**src/rtl/stereo_interpolating_stretcher_unit_assert.svh**
```systemverilog
// Assertion macros for the stereo interpolating stretcher.
// Expects signals clk and arst_n in the scope of each use.
`ifndef STEREO_INTERPOLATING_STRETCHER_UNIT_ASSERT_SVH
`define STEREO_INTERPOLATING_STRETCHER_UNIT_ASSERT_SVH
// Same-cycle implication.
`define SIS_ASSERT_IMP(lbl, ante, cons, msg) \
	lbl: assert property (@(posedge clk) disable iff (!arst_n) (ante) |-> (cons)) \
		else $error(msg);
// Next-cycle implication.
`define SIS_ASSERT_NXT(lbl, ante, cons, msg) \
	lbl: assert property (@(posedge clk) disable iff (!arst_n) (ante) |=> (cons)) \
		else $error(msg);
`endif

```
**src/rtl/sis_pkg.sv**
```systemverilog
// Shared types, constants and helpers of the stereo interpolating stretcher.
// No dependencies.
`default_nettype none
package sis_pkg;
	localparam int SAMPLE_W          = 16;
	localparam int FACTOR_W          = 13;
	localparam int CFG_IDX_W         = 1;
	localparam int F_MIN             = 16;
	localparam int F_MAX             = 4096;
	localparam int MAX_RESULTS       = 32;
	localparam int DEF_MAX_INPUT_LEN = 65536;
	localparam int DIV_VW            = 18;
	localparam int SUM_W             = 21;

	typedef enum logic [1:0] {
		MODE_LINEAR  = 2'd0,
		MODE_SQUARED = 2'd1,
		MODE_INVLIN  = 2'd2,
		MODE_SMOOTH  = 2'd3
	} mode_t;

	localparam logic [CFG_IDX_W-1:0] REG_FACTOR = 1'd0;
	localparam logic [CFG_IDX_W-1:0] REG_MODE   = 1'd1;

	typedef struct packed {
		logic busy;
		logic done;
	} div_stat_t;

	function automatic logic signed [SAMPLE_W-1:0] sat_smp(input logic signed [SUM_W-1:0] v);
		logic signed [SUM_W-1:0] hi;
		logic signed [SUM_W-1:0] lo;
		hi = SUM_W'(32767);
		lo = -SUM_W'(32768);
		if (v > hi)
			return 16'sh7fff;
		else if (v < lo)
			return 16'sh8000;
		else
			return v[SAMPLE_W-1:0];
	endfunction
endpackage
`default_nettype wire

```
**src/rtl/stereo_interpolating_stretcher_unit.sv**
```systemverilog
// Stereo interpolating stretcher: resamples a buffer of stereo samples by a Q5.8 factor
// with linear, squared, smoothstep or inverse-linear weighting. Takes one input beat at a
// time and is not ready while that beat's outputs are worked out and delivered. Each output
// runs through one shared restoring divider (DW bits wide, 45 at the default length) for
// its fraction and once more per channel in inverse-linear mode when the samples differ,
// and, outside inverse-linear mode, through one shared multiplier. Each input beat first
// passes the S_NF, S_TOT and S_CHK states before its outputs are worked out.
// Uses sis_pkg and sis_div.
`default_nettype none
`include "stereo_interpolating_stretcher_unit_assert.svh"
module stereo_interpolating_stretcher_unit #(
	parameter int MAX_INPUT_LEN = sis_pkg::DEF_MAX_INPUT_LEN
) (
	input  wire logic                           clk,
	input  wire logic                           arst_n,
	input  wire logic                           s_axis_tvalid,
	output logic                                s_axis_tready,
	input  wire logic [31:0]                    s_axis_tdata,  // in_left, in_right
	input  wire logic                           s_axis_tlast,  // in_last
	output logic                                m_axis_tvalid,
	input  wire logic                           m_axis_tready,
	output logic      [31:0]                    m_axis_tdata,  // out_left, out_right
	output logic                                m_axis_tlast,  // out_end
	input  wire logic                           cfg_we,
	input  wire logic [sis_pkg::CFG_IDX_W-1:0]  cfg_index,
	input  wire logic [sis_pkg::FACTOR_W-1:0]   cfg_data
);
	localparam int CW  = $clog2(MAX_INPUT_LEN + 1);
	localparam int IW  = CW + 4;
	localparam int NFW = CW + 13;
	localparam int MW  = (CW + 2 > 19) ? CW + 2 : 19;
	localparam int DW  = (IW + 24 > 34) ? IW + 24 : 34;
	localparam int VW  = sis_pkg::DIV_VW;
	localparam int SW  = sis_pkg::SAMPLE_W;

	typedef enum logic [12:0] {
		S_IDLE  = 13'b0000000000001,
		S_NF    = 13'b0000000000010,
		S_TOT   = 13'b0000000000100,
		S_CHK   = 13'b0000000001000,
		S_TDIV  = 13'b0000000010000,
		S_WSEL  = 13'b0000000100000,
		S_SQ    = 13'b0000001000000,
		S_SMO   = 13'b0000010000000,
		S_BLEND = 13'b0000100000000,
		S_ADD   = 13'b0001000000000,
		S_INV   = 13'b0010000000000,
		S_IDIV  = 13'b0100000000000,
		S_OUT   = 13'b1000000000000
	} state_t;

	state_t                      state_q;
	logic [sis_pkg::FACTOR_W-1:0] fac_q;
	sis_pkg::mode_t              mode_q;
	logic [CW-1:0]               n_q;
	logic [IW-1:0]               idx_q;
	logic                        have_prev_q;
	logic signed [SW-1:0]        prev_l_q, prev_r_q, x_l_q, x_r_q;
	logic signed [SW-1:0]        pa_l_q, pa_r_q, pb_l_q, pb_r_q;
	logic signed [SW-1:0]        res_l_q, res_r_q;
	logic [sis_pkg::FACTOR_W-1:0] f_q;
	logic                        last_q;
	logic [NFW-1:0]              nf_q;
	logic [IW-1:0]               tot_q;
	logic [5:0]                  cnt_q;
	logic [15:0]                 t_q;
	logic [17:0]                 w_q;
	logic signed [19:0]          bl_q;
	logic                        ch_q;
	logic                        end_q;

	logic signed [MW-1:0]        op_a, op_b;
	logic signed [2*MW-1:0]      prod_c;
	logic signed [SW-1:0]        a_c, b_c, y_c;
	logic signed [SW:0]          d_c;
	logic signed [18:0]          num_c, den_c;
	logic [17:0]                 num_mag, den_mag;
	logic                        neg_c;
	logic                        div_go;
	logic [DW-1:0]               div_dvd;
	logic [VW-1:0]               div_dvs;
	logic [DW-1:0]               quo;
	sis_pkg::div_stat_t          div_st;
	logic                        in_acc, last_c, emit_a, emit_b;
	logic [sis_pkg::FACTOR_W-1:0] f_clamp;
	logic [CW:0]                 n_inc;

	assign s_axis_tready = (state_q == S_IDLE);
	assign m_axis_tvalid = (state_q == S_OUT);
	assign m_axis_tdata  = {res_r_q, res_l_q};
	assign m_axis_tlast  = end_q;
	assign in_acc        = s_axis_tvalid && s_axis_tready;
	assign n_inc         = {1'b0, n_q} + 1'b1;
	assign last_c        = s_axis_tlast || (n_inc >= (CW+1)'(MAX_INPUT_LEN));

	always_comb begin
		if (fac_q < sis_pkg::FACTOR_W'(sis_pkg::F_MIN))
			f_clamp = sis_pkg::FACTOR_W'(sis_pkg::F_MIN);
		else if (fac_q > sis_pkg::FACTOR_W'(sis_pkg::F_MAX))
			f_clamp = sis_pkg::FACTOR_W'(sis_pkg::F_MAX);
		else
			f_clamp = fac_q;
	end

	assign emit_a = have_prev_q && (n_q != '0) && (cnt_q < 6'(sis_pkg::MAX_RESULTS)) &&
		(NFW'({idx_q, 8'd0}) < nf_q) && (!last_q || (idx_q < tot_q));
	assign emit_b = last_q && (cnt_q < 6'(sis_pkg::MAX_RESULTS)) && (idx_q < tot_q);

	assign a_c     = ch_q ? pa_r_q : pa_l_q;
	assign b_c     = ch_q ? pb_r_q : pb_l_q;
	assign d_c     = {b_c[SW-1], b_c} - {a_c[SW-1], a_c};
	assign num_c   = $signed({3'b000, t_q}) - $signed({{2{a_c[SW-1]}}, a_c, 1'b0});
	assign den_c   = $signed({{2{b_c[SW-1]}}, b_c, 1'b0}) - $signed({{2{a_c[SW-1]}}, a_c, 1'b0});
	assign num_mag = num_c[18] ? 18'(-num_c) : 18'(num_c);
	assign den_mag = den_c[18] ? 18'(-den_c) : 18'(den_c);
	assign neg_c   = num_c[18] ^ den_c[18];

	always_comb begin
		op_a = '0;
		op_b = '0;
		unique case (state_q)
			S_NF: begin
				op_a = MW'(n_q);
				op_b = MW'(f_q);
			end
			S_TOT: begin
				op_a = MW'(n_inc);
				op_b = MW'(f_q);
			end
			S_SQ: begin
				op_a = MW'(t_q);
				op_b = MW'(t_q);
			end
			S_SMO: begin
				op_a = MW'(w_q);
				op_b = MW'(18'd196608 - {1'b0, t_q, 1'b0});
			end
			S_BLEND: begin
				op_a = MW'(d_c);
				op_b = MW'(w_q);
			end
			default: begin
				op_a = '0;
				op_b = '0;
			end
		endcase
	end
	assign prod_c = op_a * op_b;

	always_comb begin
		div_go  = 1'b0;
		div_dvd = DW'({idx_q, 24'd0});
		div_dvs = VW'(f_q);
		if (state_q == S_CHK && (emit_a || emit_b))
			div_go = 1'b1;
		if (state_q == S_INV && den_c != '0) begin
			div_go  = 1'b1;
			div_dvd = DW'({num_mag, 15'd0});
			div_dvs = den_mag;
		end
	end

	always_comb begin
		y_c = '0;
		if (state_q == S_ADD) begin
			y_c = sis_pkg::sat_smp(sis_pkg::SUM_W'(a_c) + sis_pkg::SUM_W'(bl_q));
		end else if (state_q == S_INV) begin
			if (num_c[18])
				y_c = 16'sh8000;
			else if (num_c != '0)
				y_c = 16'sh7fff;
		end else if (neg_c) begin
			y_c = (quo > DW'(32768)) ? 16'sh8000 : SW'(-quo[SW-1:0]);
		end else begin
			y_c = (quo > DW'(32767)) ? 16'sh7fff : quo[SW-1:0];
		end
	end

	sis_div #(.DW(DW), .VW(VW)) u_div (
		.clk      (clk),
		.arst_n   (arst_n),
		.start    (div_go),
		.dividend (div_dvd),
		.divisor  (div_dvs),
		.quotient (quo),
		.stat     (div_st)
	);

	always_ff @(posedge clk or negedge arst_n) begin
		if (!arst_n) begin
			state_q     <= S_IDLE;
			fac_q       <= sis_pkg::FACTOR_W'(256);
			mode_q      <= sis_pkg::MODE_LINEAR;
			n_q         <= '0;
			idx_q       <= '0;
			have_prev_q <= 1'b0;
			prev_l_q    <= '0;
			prev_r_q    <= '0;
			cnt_q       <= '0;
			ch_q        <= 1'b0;
		end else begin
			if (cfg_we) begin
				unique case (cfg_index)
					sis_pkg::REG_FACTOR: fac_q  <= cfg_data;
					sis_pkg::REG_MODE:   mode_q <= sis_pkg::mode_t'(cfg_data[1:0]);
					default: ;
				endcase
			end
			unique case (state_q)
				S_IDLE: begin
					if (in_acc) begin
						cnt_q   <= '0;
						state_q <= S_NF;
					end
				end
				S_NF:  state_q <= S_TOT;
				S_TOT: state_q <= S_CHK;
				S_CHK: begin
					ch_q <= 1'b0;
					if (emit_a || emit_b) begin
						state_q <= S_TDIV;
					end else begin
						state_q <= S_IDLE;
						if (last_q) begin
							prev_l_q    <= '0;
							prev_r_q    <= '0;
							have_prev_q <= 1'b0;
							n_q         <= '0;
							idx_q       <= '0;
						end else begin
							prev_l_q    <= x_l_q;
							prev_r_q    <= x_r_q;
							have_prev_q <= 1'b1;
							n_q         <= CW'(n_inc);
						end
					end
				end
				S_TDIV: if (div_st.done) state_q <= S_WSEL;
				S_WSEL: begin
					unique case (mode_q)
						sis_pkg::MODE_LINEAR: state_q <= S_BLEND;
						sis_pkg::MODE_INVLIN: state_q <= S_INV;
						default:              state_q <= S_SQ;
					endcase
				end
				S_SQ:    state_q <= (mode_q == sis_pkg::MODE_SMOOTH) ? S_SMO : S_BLEND;
				S_SMO:   state_q <= S_BLEND;
				S_BLEND: state_q <= S_ADD;
				S_ADD, S_INV, S_IDIV: begin
					if (state_q != S_INV || den_c == '0) begin
						if (state_q != S_IDIV || div_st.done) begin
							ch_q    <= 1'b1;
							state_q <= ch_q ? S_OUT : S_WSEL;
						end
					end else begin
						state_q <= S_IDIV;
					end
				end
				S_OUT: begin
					if (m_axis_tready) begin
						idx_q   <= idx_q + 1'b1;
						cnt_q   <= cnt_q + 1'b1;
						state_q <= S_CHK;
					end
				end
				default: state_q <= S_IDLE;
			endcase
		end
	end

	always_ff @(posedge clk) begin
		if (in_acc) begin
			x_l_q  <= s_axis_tdata[15:0];
			x_r_q  <= s_axis_tdata[31:16];
			last_q <= last_c;
			f_q    <= f_clamp;
		end
		if (state_q == S_NF)
			nf_q <= NFW'(prod_c);
		if (state_q == S_TOT)
			tot_q <= IW'(prod_c >>> 8);
		if (state_q == S_CHK) begin
			end_q <= last_q && (({1'b0, idx_q} + 1'b1) == {1'b0, tot_q});
			if (emit_a) begin
				pa_l_q <= prev_l_q;
				pa_r_q <= prev_r_q;
				pb_l_q <= x_l_q;
				pb_r_q <= x_r_q;
			end else begin
				pa_l_q <= x_l_q;
				pa_r_q <= x_r_q;
				pb_l_q <= '0;
				pb_r_q <= '0;
			end
		end
		if (state_q == S_TDIV && div_st.done)
			t_q <= quo[15:0];
		if (state_q == S_WSEL)
			w_q <= {2'b00, t_q};
		if (state_q == S_SQ || state_q == S_SMO)
			w_q <= 18'(prod_c >>> 16);
		if (state_q == S_BLEND)
			bl_q <= 20'(prod_c >>> 16);
		if (state_q == S_ADD || (state_q == S_INV && den_c == '0) ||
		    (state_q == S_IDIV && div_st.done)) begin
			if (ch_q)
				res_r_q <= y_c;
			else
				res_l_q <= y_c;
		end
	end

	`SIS_ASSERT_IMP(a_no_overlap, s_axis_tready, !m_axis_tvalid, "input and output open together")
	`SIS_ASSERT_NXT(a_out_to_chk, m_axis_tvalid && m_axis_tready, state_q == S_CHK, "no check after output beat")
	`SIS_ASSERT_IMP(a_cnt_limit, m_axis_tvalid, cnt_q < 6'(sis_pkg::MAX_RESULTS), "too many output beats")
	`SIS_ASSERT_IMP(a_div_free, div_go, !div_st.busy, "divider started while busy")
endmodule
`default_nettype wire

```
**src/rtl/sis_div.sv**
```systemverilog
// Restoring unsigned divider, one quotient bit per cycle.
// Depends on sis_pkg for the status struct.
`default_nettype none
module sis_div #(
	parameter int DW = 45,
	parameter int VW = 18
) (
	input  wire logic                  clk,
	input  wire logic                  arst_n,
	input  wire logic                  start,
	input  wire logic [DW-1:0]         dividend,
	input  wire logic [VW-1:0]         divisor,
	output logic      [DW-1:0]         quotient,
	output sis_pkg::div_stat_t         stat
);
	localparam int CNT_W = $clog2(DW + 1);

	logic [DW-1:0]    dvd_q;
	logic [VW-1:0]    rem_q;
	logic [VW-1:0]    dvs_q;
	logic [CNT_W-1:0] cnt_q;
	logic             busy_q;
	logic             done_q;
	logic [VW:0]      trial;
	logic             fits;

	assign trial = {rem_q, dvd_q[DW-1]};
	assign fits  = trial >= {1'b0, dvs_q};

	always_ff @(posedge clk or negedge arst_n) begin
		if (!arst_n) begin
			busy_q <= 1'b0;
			done_q <= 1'b0;
			cnt_q  <= '0;
		end else if (start) begin
			busy_q <= 1'b1;
			done_q <= 1'b0;
			cnt_q  <= CNT_W'(DW);
		end else if (busy_q) begin
			cnt_q <= cnt_q - 1'b1;
			if (cnt_q == CNT_W'(1)) begin
				busy_q <= 1'b0;
				done_q <= 1'b1;
			end
		end else begin
			done_q <= 1'b0;
		end
	end

	always_ff @(posedge clk) begin
		if (start) begin
			dvd_q <= dividend;
			dvs_q <= divisor;
			rem_q <= '0;
		end else if (busy_q) begin
			rem_q <= fits ? VW'(trial - {1'b0, dvs_q}) : VW'(trial);
			dvd_q <= {dvd_q[DW-2:0], fits};
		end
	end

	assign quotient  = dvd_q;
	assign stat.busy = busy_q;
	assign stat.done = done_q;
endmodule
`default_nettype wire

```
**config.mk**
```make
export PLATFORM = sky130hd
export DESIGN_NAME = stereo_interpolating_stretcher_unit
export DESIGN_NICKNAME = d
export VERILOG_FILES = /design/src/rtl/sis_pkg.sv /design/src/rtl/stereo_interpolating_stretcher_unit.sv /design/src/rtl/sis_div.sv
export VERILOG_INCLUDE_DIRS = /design/src /design/src/rtl
export SDC_FILE = /design/constraint.sdc
export NUM_CORES = 2
export LEC_CHECK = 0
export BUFFER_PORTS_ARGS = -buffer_cell sky130_fd_sc_hd__buf_2
export CORE_UTILIZATION = 55
export CTS_CLUSTER_DIAMETER = 150
export DETAILED_ROUTE_END_ITERATION = 7
export PLACE_DENSITY = 0.75
export SLEW_MARGIN = 20
export SYNTH_ARGS = -nofsm -noshare
export SYNTH_HDL_FRONTEND = slang
export SYNTH_SLANG_ARGS = --single-unit
```
**constraint.sdc**
```tcl
create_clock -name clk -period 11.5 [get_ports clk]
set_clock_uncertainty 0.1 [all_clocks]
set_input_delay 0.575 -clock clk [delete_from_list [all_inputs] [get_ports clk]]
set_output_delay 0.575 -clock clk [all_outputs]
set_load 0.005 [all_outputs]
```
==> results.ini <==
[placed_design]
io_buffer_count = 86
dp.cells = 4739
routabilityCongestion = 0.958
dpl.hpwl_um = 81000

[min_path]
hp-class = input pin to flop
min_from = s_axis_tdata[18]
min_to = x_r_q[2]
whs_path_depth = 1

[detailed_routing]
drt_iter0_markers = 3170
drc = 0
vias = 29335
viasPerCell = 6.08
wl_per_cell_um = 21.9
ant_nets = 0
routed_wl_um = 106000
first_pass_iters = 6

[final_layout]
post-route-util_pct = 60.4
drive_above_1_share_pct = 9.18
nFillCells = 5682
nets = 4528
area_delta_synth_final_pct = 8.22
diodes = 0
stdcell_count = 4826

[power]
switching_share_pct = 31.6
power_frac_comb_pct = 22.3
total_power_mw = 4.86
power.share.clock_pct = 32.3
leakage_nw = 17.9
peakVddDrop_mv = 0.142
power.share.sequential_pct = 45.4
p_int_mw = 3.33
switchingPower_mw = 1.53
power.density_mw_per_mm2 = 119

[yosys]
syn_area_per_cell_um2 = 9.73
synth_cell_type_count = 95
yosys-top-cells-area = edfxtp_1 25%, fa_1 18%, dfrtp_1 7.4%, ha_1 7.3%, inv_1 5.7%
synth_top_area_share_pct = 24.8
seq_area_frac_synth_pct = 33.3
synth_edf_count = 311
synth_ff_type = edfxtp_1
synth-seq-cells = 443
synth_area_mm2 = 0.0377
synth_cells = 3869
synthArstFlopShare_pct = 25.7
yosys.area.top_type = edfxtp_1
synth_warnings = 0
synth_fp_nets = 4482

[sta]
rsz0062_at_grt = no
period_minus_slack_ps = 10810
finalSetupViolCount = 0
setup_tns_ps = 0
max_freq_mhz = 92.5
maxSlewHeadroom_pct = 21.5
worstMarginPinSlew_ps = 1180
period_share_pct = 94.0
hold_viol_final = 0
whs_ps = 68.5
drv_slew = 0

[cts]
cts_setup_buffers = 0
clock_sinks = 443
cts-root-buf = clkbuf_16
cts_buffers = 46
cts_tree = done
insertion_delay_ps = 590
cts_buffer_depth = 3
clkTransAtPathRegs_ps = 60
cts_resized = 0
cts_max_level = 2

[floorplanning]
pin_count = 87
die_x_um = 264
rows = 95
core_area_mm2 = 0.0675
die_h_um = 264
die_area_mm2 = 0.0695
initial_core_util_pct = 55.8

[setup_path]
slowest_delay_ps = 710
crit_type = flop to flop
critical_path.reg2reg.endpoint = w_q[12]
start_kind = flop
cp_slowest_cell = a2111oi_0
worstPathRequired_ps = 11730
r2r-start = ch_q
rrSetupSlack_ps = 690
crit_path_end_kind = flop
r2r_cells = 32
arrival_ps = 11040
crit_fanout = 28
cpMostUsedCell = fa_1

[global_route]
grt_pass1_vias = 28738
grt_antenna_before_repair = 0
grt_overflow = 0
grtUsageTotal_pct = 30.7
grt_max_degree = 68
grt_pass1_wl_um = 165000

[flow_run]
cap_violations = 0

[outcome]
outcome = complete, no violations

[state kept, by name (all words and copies together) (netlist names), 16 cells and up]
register,count
x_l_q,16
x_r_q,16
w_q,18
prev_l_q,16
u_div.quotient,45
tot_q,21
n_q,17
pb_l_q,16
nf_q,30
pb_r_q,16
idx_q,21
res_r_q,16
pa_r_q,16
u_div.rem_q,18
u_div.dvs_q,18
bl_q,20
t_q,16
pa_l_q,16
prev_r_q,16
res_l_q,16
[Yosys cell counts (81+ instances only)]
library cell / count
inv_1: 568
nand2_1: 383
fa_1: 341
nor2_1: 325
edfxtp_1: 311
ha_1: 220
a21oi_1: 160
clkbuf_1: 131
o21ai_0: 122
xnor2_1: 115
dfrtp_1: 112
mux2_2: 81
[cell type report]
cell class	instances	area, µm²	share of cell area [%]
timing repair buffer	145	878	2.16
multi-input combinational	2708	22500	55.2
clock inverter	30	359	0.881
clock buffer	56	1220	2.99
sequential	443	12600	30.8
inverter	571	2140	5.26
tap	873	1090	2.68
[critical path, delay by kind of cell, from the launching register on]
| family | cells | cell delay (ps) |
|---|---|---|
| adder cells (fa/ha/maj) | 8 | 3700 |
| AO/OA/AOI/OAI | 8 | 2920 |
| AND/OR/NAND/NOR | 7 | 1510 |
| multiplexers | 2 | 720 |
| buffers and inverters | 6 | 690 |
| flip-flops | 1 | 600 |
| XOR/XNOR | 1 | 290 |
[per-layer routing]
metal,track usage (%),up-vias,routed length [µm]
met5,0,-,0
met4,12.6,0,4910
met3,7.41,285,11700
met2,46.5,1539,46400
met1,42.5,14309,42600
li1,-,13202,-
[power groups by stage]
stage	clock (mW)	sequential, mW	combinational [mW]
final	1.57	2.21	1.08
after global placement	0	2.22	1.04
after detailed placement	0	2.22	1.06
after CTS	1.58	2.20	1.07
after global routing	1.65	2.23	1.19
after floorplan	0	2.14	0.776
[per-stage QoR]
stage	setup slack, ps	instance area, µm²
2_1_floorplan	1740	37700
3_3_place_gp	1210	39200
3_5_place_dp	919	39200
4_1_cts	823	40700
5_1_grt	75.9	40800
6_report	690	40800
[worst max-delay path by stage]
| stage | from | to | slack (ps) | cells past startpoint |
|---|---|---|---|---|
| 6_report | ch_q | w_q[12] | 690 | 32 |
| 3_5_place_dp | ch_q | w_q[12] | 920 | 32 |
| 2_1_floorplan | ch_q | w_q[8] | 1740 | 36 |
| 5_1_grt | ch_q | w_q[12] | 80 | 32 |
| 4_1_cts | ch_q | w_q[12] | 820 | 32 |
| 3_3_place_gp | ch_q | w_q[12] | 1210 | 32 |
[timing repair]
| action | 4_1_cts | 5_1_grt |
|---|---|---|
| hold buffers | 1 | 0 |
| endpoints found under the hold margin | 31 | 0 |
| endpoints found under the setup margin | 0 | 0 |
[cells by family (layout without fill, tap and decap cells)]
logic type	Yosys count	in the layout	synth area share, %
adders and majority gates	561	561	25.4
xor gates and xnor gates	177	177	4.12
AOI/OAI and AO/OA	664	664	11.6
and+or+nand+nor	1198	1198	15.2
DFF	443	443	33.3
muxes	108	108	3.14
buffers and inverters	718	802	7.20
[placed cells by master (no fill, tap or decap), drive strengths merged, types with 69 or more instances in the layout]
| cell | instances |
|---|---|
| ha | 220 |
| mux2 | 81 |
| dfrtp | 112 |
| edfxtp | 311 |
| o21ai | 184 |
| fa | 341 |
| nand2 | 383 |
| buf | 144 |
| and2 | 69 |
| nor2 | 326 |
| a21oi | 160 |
| xnor2 | 115 |
| nand3 | 78 |
| inv | 575 |
Note: power is estimated with default switching activity, not from simulation.
